## config.mk

```make
export PLATFORM = sky130hd
export DESIGN_NAME = velocity_to_pwm_interpolator
export DESIGN_NICKNAME = d
export VERILOG_FILES = /design/src/rtl/core/vpi_pkg.sv /design/src/rtl/core/vpi_mul.sv /design/src/rtl/core/vpi_div.sv /design/src/rtl/core/velocity_to_pwm_interpolator.sv
export SDC_FILE = /design/constraint.sdc
export NUM_CORES = 1
export LEC_CHECK = 0
export BUFFER_PORTS_ARGS = -buffer_cell sky130_fd_sc_hd__buf_2
export CORE_MARGIN = 2
export CORE_UTILIZATION = 65
export CTS_BUF_LIST = sky130_fd_sc_hd__clkbuf_4
export CTS_CLUSTER_SIZE = 12
export DETAILED_ROUTE_END_ITERATION = 16
export GPL_ROUTABILITY_DRIVEN = 0
export MAX_ROUTING_LAYER = met4
export PLACE_DENSITY = 0.8
export SETUP_SLACK_MARGIN = 0.3
export SYNTH_ARGS = -nofsm -noshare
export SYNTH_HDL_FRONTEND = slang
export SYNTH_SLANG_ARGS = --single-unit
```

## constraint.sdc

```tcl
create_clock -name clk -period 7.1 [get_ports clk]
set_input_delay 0.71 -clock clk [delete_from_list [all_inputs] [get_ports clk]]
set_output_delay 0.71 -clock clk [all_outputs]
set_load 0.01 [all_outputs]
```

## src/rtl/core/vpi_pkg.sv

```systemverilog
// shared constants, reset curve and handshake status type for the velocity to pwm interpolator
// no dependencies
package vpi_pkg;

	localparam int MAX_POINTS     = 4;
	localparam int DEF_NUM_POINTS = 4;
	localparam int VEL_W          = 15;
	localparam int DUTY_W         = 15;
	localparam int IN_W           = 16;
	localparam int OUT_W          = 16;
	localparam int IDX_W          = 3;
	localparam int PROD_W         = VEL_W + DUTY_W;

	// magnitude limit, 316 mm/s in q.6
	localparam logic [IN_W-1:0] VEL_LIMIT = 16'd20224;

	// register indexes of the first velocity and the first duty
	localparam logic [IDX_W-1:0] REG_POINT0_VEL  = 3'd0;
	localparam logic [IDX_W-1:0] REG_POINT0_DUTY = 3'd4;

	localparam logic [VEL_W-1:0] VEL_RST [MAX_POINTS] =
		'{15'd0, 15'd6741, 15'd13483, 15'd20224};
	localparam logic [DUTY_W-1:0] DUTY_RST [MAX_POINTS] =
		'{15'd0, 15'd5461, 15'd10923, 15'd16384};

	typedef struct packed {
		logic busy;
		logic done;
	} vpi_stat_t;

endpackage

```

## src/rtl/core/vpi_mul.sv

```systemverilog
// bit-serial shift-add multiplier, one bit of the multiplier per cycle
// depends on vpi_pkg
module vpi_mul (
	input  logic                        clk,
	input  logic                        arst_n,
	input  logic                        start,
	input  logic [vpi_pkg::VEL_W-1:0]   a,
	input  logic [vpi_pkg::DUTY_W-1:0]  b,
	output vpi_pkg::vpi_stat_t          stat,
	output logic [vpi_pkg::PROD_W-1:0]  prod
);

	localparam int CNT_W = $clog2(vpi_pkg::VEL_W + 1);

	logic [CNT_W-1:0]            cnt_q;
	logic                        busy_q;
	logic                        done_q;
	logic [vpi_pkg::DUTY_W-1:0]  b_q;
	logic [vpi_pkg::PROD_W-1:0]  prod_q;
	logic [vpi_pkg::DUTY_W:0]    sum;

	// upper half plus multiplicand when the current low bit is set
	assign sum = {1'b0, prod_q[vpi_pkg::PROD_W-1:vpi_pkg::VEL_W]}
		+ (prod_q[0] ? {1'b0, b_q} : '0);

	always_ff @(posedge clk or negedge arst_n) begin
		if (!arst_n) begin
			cnt_q  <= '0;
			busy_q <= 1'b0;
			done_q <= 1'b0;
		end else begin
			done_q <= 1'b0;
			if (start) begin
				busy_q <= 1'b1;
				cnt_q  <= CNT_W'(vpi_pkg::VEL_W);
			end else if (busy_q) begin
				cnt_q <= cnt_q - 1'b1;
				if (cnt_q == CNT_W'(1)) begin
					busy_q <= 1'b0;
					done_q <= 1'b1;
				end
			end
		end
	end

	always_ff @(posedge clk) begin
		if (start) begin
			b_q    <= b;
			prod_q <= {{vpi_pkg::DUTY_W{1'b0}}, a};
		end else if (busy_q) begin
			prod_q <= {sum, prod_q[vpi_pkg::VEL_W-1:1]};
		end
	end

	assign stat.busy = busy_q;
	assign stat.done = done_q;
	assign prod      = prod_q;

endmodule

```

## src/rtl/core/vpi_div.sv

```systemverilog
// bit-serial restoring divider, one quotient bit per cycle
// depends on vpi_pkg; the quotient must fit in DUTY_W bits
module vpi_div (
	input  logic                        clk,
	input  logic                        arst_n,
	input  logic                        start,
	input  logic [vpi_pkg::PROD_W-1:0]  dividend,
	input  logic [vpi_pkg::VEL_W-1:0]   divisor,
	output vpi_pkg::vpi_stat_t          stat,
	output logic [vpi_pkg::DUTY_W-1:0]  quotient
);

	localparam int CNT_W = $clog2(vpi_pkg::DUTY_W + 1);

	logic [CNT_W-1:0]            cnt_q;
	logic                        busy_q;
	logic                        done_q;
	logic [vpi_pkg::VEL_W-1:0]   d_q;
	logic [vpi_pkg::VEL_W-1:0]   rem_q;
	logic [vpi_pkg::DUTY_W-1:0]  lo_q;
	logic [vpi_pkg::VEL_W:0]     r2;
	logic [vpi_pkg::VEL_W:0]     diff;
	logic                        ge;

	assign r2   = {rem_q, lo_q[vpi_pkg::DUTY_W-1]};
	assign diff = r2 - {1'b0, d_q};
	assign ge   = r2 >= {1'b0, d_q};

	always_ff @(posedge clk or negedge arst_n) begin
		if (!arst_n) begin
			cnt_q  <= '0;
			busy_q <= 1'b0;
			done_q <= 1'b0;
		end else begin
			done_q <= 1'b0;
			if (start) begin
				busy_q <= 1'b1;
				cnt_q  <= CNT_W'(vpi_pkg::DUTY_W);
			end else if (busy_q) begin
				cnt_q <= cnt_q - 1'b1;
				if (cnt_q == CNT_W'(1)) begin
					busy_q <= 1'b0;
					done_q <= 1'b1;
				end
			end
		end
	end

	// partial remainder stays below the divisor, so the difference fits VEL_W bits
	always_ff @(posedge clk) begin
		if (start) begin
			d_q   <= divisor;
			rem_q <= dividend[vpi_pkg::PROD_W-1:vpi_pkg::DUTY_W];
			lo_q  <= dividend[vpi_pkg::DUTY_W-1:0];
		end else if (busy_q) begin
			rem_q <= ge ? diff[vpi_pkg::VEL_W-1:0] : r2[vpi_pkg::VEL_W-1:0];
			lo_q  <= {lo_q[vpi_pkg::DUTY_W-2:0], ge};
		end
	end

	assign stat.busy = busy_q;
	assign stat.done = done_q;
	assign quotient  = lo_q;

	a_no_overflow: assert property (@(posedge clk) disable iff (!arst_n)
		start |-> (dividend[vpi_pkg::PROD_W-1:vpi_pkg::DUTY_W] < divisor))
		else $error("divider started with a quotient wider than its register");

endmodule

```

## src/rtl/core/velocity_to_pwm_interpolator.sv

```systemverilog
// top level: curve registers, segment search, control sequencer and output register
// depends on vpi_pkg, vpi_mul and vpi_div
//
// Maps a signed wheel velocity (q.6 mm/s) on s_tdata to a signed duty (q2.14) on m_tdata
// through a piecewise-linear curve of NUM_POINTS points held in cfg registers.
// s_tdata: [15:0] target_velocity. m_tdata: [15:0] duty. m_tuser: [0] range_error.
// cfg_we/cfg_index/cfg_wdata write point velocities (index 0..3) and duties (4..7);
// write only while no item is in flight.
// One item is worked at a time. An item in a sloped segment has its magnitude captured on
// acceptance, then goes through segment search, a 15-step bit-serial multiply and a 15-step
// bit-serial divide, each started by a registered pulse and ended by its done flag, and
// last the output register load. A magnitude off the curve or above the limit, or a
// zero-width last segment, skips the serial units.
// The result sits in an output register, so the next item is accepted while it waits;
// a stalled receiver holds the block only once a second result is ready.
// Reset clears the sequencer and output valid and loads the default curve.
module velocity_to_pwm_interpolator #(
	parameter int NUM_POINTS = vpi_pkg::DEF_NUM_POINTS
) (
	input  logic                        clk,
	input  logic                        arst_n,
	input  logic                        s_tvalid,
	output logic                        s_tready,
	input  logic [vpi_pkg::IN_W-1:0]    s_tdata,   // [15:0] target_velocity
	output logic                        m_tvalid,
	input  logic                        m_tready,
	output logic [vpi_pkg::OUT_W-1:0]   m_tdata,   // [15:0] duty
	output logic [0:0]                  m_tuser,   // [0] range_error
	input  logic                        cfg_we,
	input  logic [vpi_pkg::IDX_W-1:0]   cfg_index,
	input  logic [vpi_pkg::VEL_W-1:0]   cfg_wdata
);

	typedef enum logic [2:0] {
		S_IDLE,
		S_FIND,
		S_MUL,
		S_DIV,
		S_DONE
	} state_t;

	state_t state_q;

	logic [vpi_pkg::VEL_W-1:0]  vel_q  [NUM_POINTS];
	logic [vpi_pkg::DUTY_W-1:0] duty_q [NUM_POINTS];

	logic                        neg_q;
	logic [vpi_pkg::IN_W-1:0]    mag_q;
	logic                        err_q;
	logic                        dn_q;
	logic [vpi_pkg::DUTY_W-1:0]  d0_q;
	logic [vpi_pkg::DUTY_W-1:0]  d1_q;
	logic [vpi_pkg::DUTY_W-1:0]  r_q;
	logic [vpi_pkg::VEL_W-1:0]   a_q;
	logic [vpi_pkg::DUTY_W-1:0]  b_q;
	logic [vpi_pkg::VEL_W-1:0]   span_q;
	logic                        mul_start_q;
	logic                        div_start_q;

	logic                        found;
	logic                        ok;
	logic                        hit;
	logic [vpi_pkg::VEL_W-1:0]   sel_v0;
	logic [vpi_pkg::VEL_W-1:0]   sel_v1;
	logic [vpi_pkg::DUTY_W-1:0]  sel_d0;
	logic [vpi_pkg::DUTY_W-1:0]  sel_d1;
	logic                        sel_dn;
	logic [vpi_pkg::IN_W-1:0]    in_mag;

	vpi_pkg::vpi_stat_t          mul_stat;
	vpi_pkg::vpi_stat_t          div_stat;
	logic [vpi_pkg::PROD_W-1:0]  prod;
	logic [vpi_pkg::DUTY_W-1:0]  quo;

	assign s_tready = (state_q == S_IDLE);
	// -32768 gives 32768, which still fits unsigned
	assign in_mag   = s_tdata[vpi_pkg::IN_W-1] ? (~s_tdata + 1'b1) : s_tdata;

	// curve registers
	always_ff @(posedge clk or negedge arst_n) begin
		if (!arst_n) begin
			for (int p = 0; p < NUM_POINTS; p++) begin
				vel_q[p]  <= vpi_pkg::VEL_RST[p];
				duty_q[p] <= vpi_pkg::DUTY_RST[p];
			end
		end else begin
			for (int p = 0; p < NUM_POINTS; p++) begin
				if (cfg_we && cfg_index == vpi_pkg::REG_POINT0_VEL + vpi_pkg::IDX_W'(p))
					vel_q[p] <= cfg_wdata;
				if (cfg_we && cfg_index == vpi_pkg::REG_POINT0_DUTY + vpi_pkg::IDX_W'(p))
					duty_q[p] <= cfg_wdata;
			end
		end
	end

	// first segment in index order that holds the magnitude; last one closed at the top
	always_comb begin
		found  = 1'b0;
		hit    = 1'b0;
		sel_v0 = '0;
		sel_v1 = '0;
		sel_d0 = '0;
		sel_d1 = '0;
		for (int s = 0; s < NUM_POINTS - 1; s++) begin
			hit = ({1'b0, vel_q[s]} <= mag_q)
				&& ((mag_q < {1'b0, vel_q[s+1]})
				|| ((s == NUM_POINTS - 2) && (mag_q == {1'b0, vel_q[s+1]})));
			if (hit && !found) begin
				found  = 1'b1;
				sel_v0 = vel_q[s];
				sel_v1 = vel_q[s+1];
				sel_d0 = duty_q[s];
				sel_d1 = duty_q[s+1];
			end
		end
		ok     = found && (mag_q <= vpi_pkg::VEL_LIMIT);
		sel_dn = sel_d1 < sel_d0;
	end

	always_ff @(posedge clk or negedge arst_n) begin
		if (!arst_n) begin
			state_q     <= S_IDLE;
			m_tvalid    <= 1'b0;
			m_tdata     <= '0;
			m_tuser     <= '0;
			neg_q       <= 1'b0;
			mag_q       <= '0;
			err_q       <= 1'b0;
			dn_q        <= 1'b0;
			d0_q        <= '0;
			d1_q        <= '0;
			r_q         <= '0;
			a_q         <= '0;
			b_q         <= '0;
			span_q      <= '0;
			mul_start_q <= 1'b0;
			div_start_q <= 1'b0;
		end else begin
			mul_start_q <= 1'b0;
			div_start_q <= 1'b0;
			if (m_tvalid && m_tready)
				m_tvalid <= 1'b0;
			case (state_q)
				S_IDLE: begin
					if (s_tvalid) begin
						neg_q   <= s_tdata[vpi_pkg::IN_W-1];
						mag_q   <= in_mag;
						state_q <= S_FIND;
					end
				end
				S_FIND: begin
					err_q <= !ok;
					dn_q  <= sel_dn;
					d0_q  <= sel_d0;
					d1_q  <= sel_d1;
					if (!ok) begin
						state_q <= S_DONE;
					end else if (sel_v1 == sel_v0) begin
						r_q     <= sel_d1;
						state_q <= S_DONE;
					end else begin
						a_q         <= mag_q[vpi_pkg::VEL_W-1:0] - sel_v0;
						b_q         <= sel_dn ? (sel_d0 - sel_d1) : (sel_d1 - sel_d0);
						span_q      <= sel_v1 - sel_v0;
						mul_start_q <= 1'b1;
						state_q     <= S_MUL;
					end
				end
				S_MUL: begin
					if (mul_stat.done) begin
						div_start_q <= 1'b1;
						state_q     <= S_DIV;
					end
				end
				S_DIV: begin
					if (div_stat.done) begin
						r_q     <= dn_q ? (d0_q - quo) : (d0_q + quo);
						state_q <= S_DONE;
					end
				end
				S_DONE: begin
					if (!m_tvalid || m_tready) begin
						m_tvalid <= 1'b1;
						m_tuser  <= err_q;
						if (err_q)
							m_tdata <= '0;
						else if (neg_q)
							m_tdata <= '0 - {1'b0, r_q};
						else
							m_tdata <= {1'b0, r_q};
						state_q  <= S_IDLE;
					end
				end
				default: begin
					state_q <= S_IDLE;
				end
			endcase
		end
	end

	vpi_mul u_mul (
		.clk    (clk),
		.arst_n (arst_n),
		.start  (mul_start_q),
		.a      (a_q),
		.b      (b_q),
		.stat   (mul_stat),
		.prod   (prod)
	);

	vpi_div u_div (
		.clk      (clk),
		.arst_n   (arst_n),
		.start    (div_start_q),
		.dividend (prod),
		.divisor  (span_q),
		.stat     (div_stat),
		.quotient (quo)
	);

	a_err_zero: assert property (@(posedge clk) disable iff (!arst_n)
		(m_tvalid && m_tuser[0]) |-> (m_tdata == '0))
		else $error("range error item carries a non-zero duty");

	a_between: assert property (@(posedge clk) disable iff (!arst_n)
		(state_q == S_DONE && !err_q)
		|-> (dn_q ? (r_q <= d0_q && r_q >= d1_q) : (r_q >= d0_q && r_q <= d1_q)))
		else $error("interpolated duty outside its segment");

	a_mul_done: assert property (@(posedge clk) disable iff (!arst_n)
		mul_stat.done |-> (state_q == S_MUL))
		else $error("multiplier finished outside the multiply phase");

	// the two serial units work strictly one after the other
	a_one_unit: assert property (@(posedge clk) disable iff (!arst_n)
		!(mul_stat.busy && div_stat.busy))
		else $error("multiplier and divider busy together");

endmodule

```

==> flow_metrics.env <==
export IMPL_status="completed"
export IMPL_yosysTopAreaCellShare_pct=25.2
export IMPL_post_dp_hpwl_microns=38900
export IMPL_num_vias=16500
export IMPL_worstMarginPinSlew_ps=1150
export IMPL_endpoint_kind="flip-flop"
export IMPL_die_area_sq_mm=0.0340
export IMPL_start_kind="flip-flop"
export IMPL_grt_pass1_vias=16000
export IMPL_vias_per_cell=6.22
export IMPL_htree_levels=3
export IMPL_grt_max_degree=161
export IMPL_cts_setup_buffers=0
export IMPL_synth_most_common_cell="dfrtp_1"
export IMPL_antenna_found_initial=3
export IMPL_insertion_delay_ps=820
export IMPL_synth_edf_count=75
export IMPL_maxCapViolations=0
export IMPL_worstPathRequired_ps=7740
export IMPL_synth_largest_area_cell="dfrtp_1"
export IMPL_syn_inst=2046
export IMPL_syn_area_sq_mm=0.0212
export IMPL_ys_seq_area_share_pct=41.7
export IMPL_drive_above_1_share_pct=21.7
export IMPL_synth_common_cells="dfrtp_1, mux2_2, ha_1"
export IMPL_first_pass_iters=8
export IMPL_setup_tns_final_ps=0
export IMPL_fin_crit_sh_pct=83.6
export IMPL_clockRootBuffer="clkbuf_4"
export IMPL_hp_class="primary input to flip-flop"
export IMPL_grt_pass1_wl_microns=84800
export IMPL_synthFlopType="dfrtp_1"
export IMPL_cp_arrival_ps=6580
export IMPL_clkTransAtPathRegs_ps=70
export IMPL_synth_warnings=0
export IMPL_overflow=0
export IMPL_routedWlPerCell_microns=20.1
export IMPL_io_buffers=57
export IMPL_slew_violations=0
export IMPL_die_x_microns=184
export IMPL_cts_sinks=339
export IMPL_pin_count=58
export IMPL_die_h_microns=184
export IMPL_rsz0062_at_grt="no"
export IMPL_path_class="flip-flop to flip-flop"
export IMPL_num_rows=66
export IMPL_fmax_ghz=0.168
export IMPL_ys_ff_latch=339
export IMPL_path_max_fanout=29
export IMPL_drt_iter0_markers=1592
export IMPL_drtAntennaViolNets=0
export IMPL_remaining_drc_errors=0
export IMPL_synth_nets=2260
export IMPL_nets=2349
export IMPL_hold_viol=0
export IMPL_cts_resized=0
export IMPL_cts_inserted_buffers=90
export IMPL_grt_usage_pct=33.1
export IMPL_yosysUniqueCellTypes=81
export IMPL_avgSynthCellArea_sq_um=10.3
export IMPL_finalSetupViolations=0
export IMPL_maxSlewHeadroom_pct=22.9
export IMPL_min_period_ps=5940
export IMPL_cts_tree="built"
export IMPL_initial_core_util_pct=65.5
export IMPL_nFillCells=2319
export IMPL_wirelength_microns=53500
export IMPL_synthTopCellsByArea="dfrtp_1, edfxtp_1, mux2_2, ha_1, dfstp_2"
export IMPL_synth_async_sr_flop_share_pct=73.5
export IMPL_core_sq_mm=0.0323
export IMPL_syn_to_final_growth_pct=9.23
export IMPL_cts_buffer_depth=3
export IMPL_skew_ps=67.6
[registers in the layout (all words and copies together) (netlist names), 3 cells and up]
| register | count |
|---|---|
| span_q | 15 |
| u_mul.prod | 30 |
| m_tdata | 16 |
| b_q | 15 |
| vel_q | 60 |
| u_div.quotient | 15 |
| r_q | 15 |
| u_mul.b_q | 15 |
| u_mul.cnt_q | 4 |
| u_div.cnt_q | 4 |
| a_q | 15 |
| state_q | 3 |
| u_div.rem_q | 15 |
| mag_q | 16 |
| d0_q | 15 |
| duty_q | 60 |
| u_div.d_q | 15 |
[per-layer routing]
layer  up-vias  routed length (microns)  share of wire, %  GRT usage [%]
li1       7659                        -                 -              -
met1      8000                    23600                44           45.1
met2       732                    23700                44           48.5
met3       140                     3990               7.5           6.60
met4         0                     2130               4.0           13.7
met5         -                        0                 0              -
[cell families (layout without fill, tap and decap cells)]
family | after synthesis | in the layout | synth area share [%]
muxes | 253 | 253 | 13.3
DFF | 339 | 339 | 41.7
xor gates and xnor gates | 104 | 104 | 4.37
AOI/OAI and AO/OA | 473 | 473 | 14.9
and+or+nand+nor | 485 | 485 | 11.1
other | 0 | 4 | 0
buffers and inverters | 217 | 381 | 4.02
adders and majority gates | 175 | 175 | 10.6
[repair_timing]
action                     4_1_cts  5_1_grt
hold endpoints to repair        71        0
hold buffers                     1        0
setup endpoints to repair        0        0
[cell type report]
type                       instances  area (sq um)  area share (%)
inverter                         136           510            2.21
sequential                       339          8830            38.2
clock buffer                     136          1020            4.42
multi-input combinational       1490         11500            49.8
clock inverter                    31           179           0.774
antenna                            4          10.0          0.0433
timing repair buffer              78           493            2.13
tap                              442           553            2.39
[per-stage QoR]
step           cells  hold slack [ps]  utilization, %  area (sq um)  setup slack [ps]
2_1_floorplan   2046              414               -         21200              1640
3_3_place_gp    2484              429            67.8         21900              1490
3_5_place_dp    2484              429            67.8         21900              1330
4_1_cts         2652              156            71.5         23100              1290
5_1_grt         2656              211            71.6         23100               872
6_report        2656              204            71.6         23100              1160
[worst max-delay path, cell delays in order (launching register included)]
cell	delay, ps
dfrtp_1	430
inv_1	120
ha_1	330
nand4_1	140
or4_4	520
nor3_2	340
o21bai_2	110
nor2_2	620
buf_12	270
a21oi_1	130
ha_1	460
a21o_1	230
a31oi_1	210
o211ai_1	170
a211oi_1	230
buf_4	250
mux2_2	350
a311oi_1	250
o21ai_0	140
xor2_1	150
mux2_1	280
[placed cells by master (no fill, tap or decap), types with 21 or more instances in the layout]
cell      netlist  routed
dfrtp_1       213     211
mux2_2        193     193
ha_1          168     168
nand2_1       161     161
a21oi_1       137     137
inv_1         136     136
clkbuf_4        0     136
nor2_1        104     103
o21ai_0        98      98
xnor2_1        77      77
edfxtp_1       75      75
buf_2           4      56
nor3_1         51      49
a22o_1         48      48
dfstp_2        36      36
mux2i_1        33      33
a21o_1         28      28
xor2_1         26      26
mux2_1         26      26
nand3_1        25      25
nand4_1        22      22
clkinv_1        0      22
nand2b_1       21      21
[final timing paths]
path | cells after the start | end | slack (ps) | start
setup / recovery | 20 | b_q[13] | 1160 | mag_q[11]
hold / removal | 3 | mag_q[15] | 200 | s_tdata[14]
setup reg to reg | 20 | b_q[13] | 1160 | mag_q[11]
hold reg to reg | 0 | u_div.d_q[6] | 440 | span_q[6]
max in group asynchronous | 3 | mul_start_q | 5170 | arst_n
min in group asynchronous | 2 | u_div.cnt_q[0] | 510 | arst_n
Power is not shown: default switching activity piles up to over one toggle a cycle in this logic, so the estimate is an artifact.
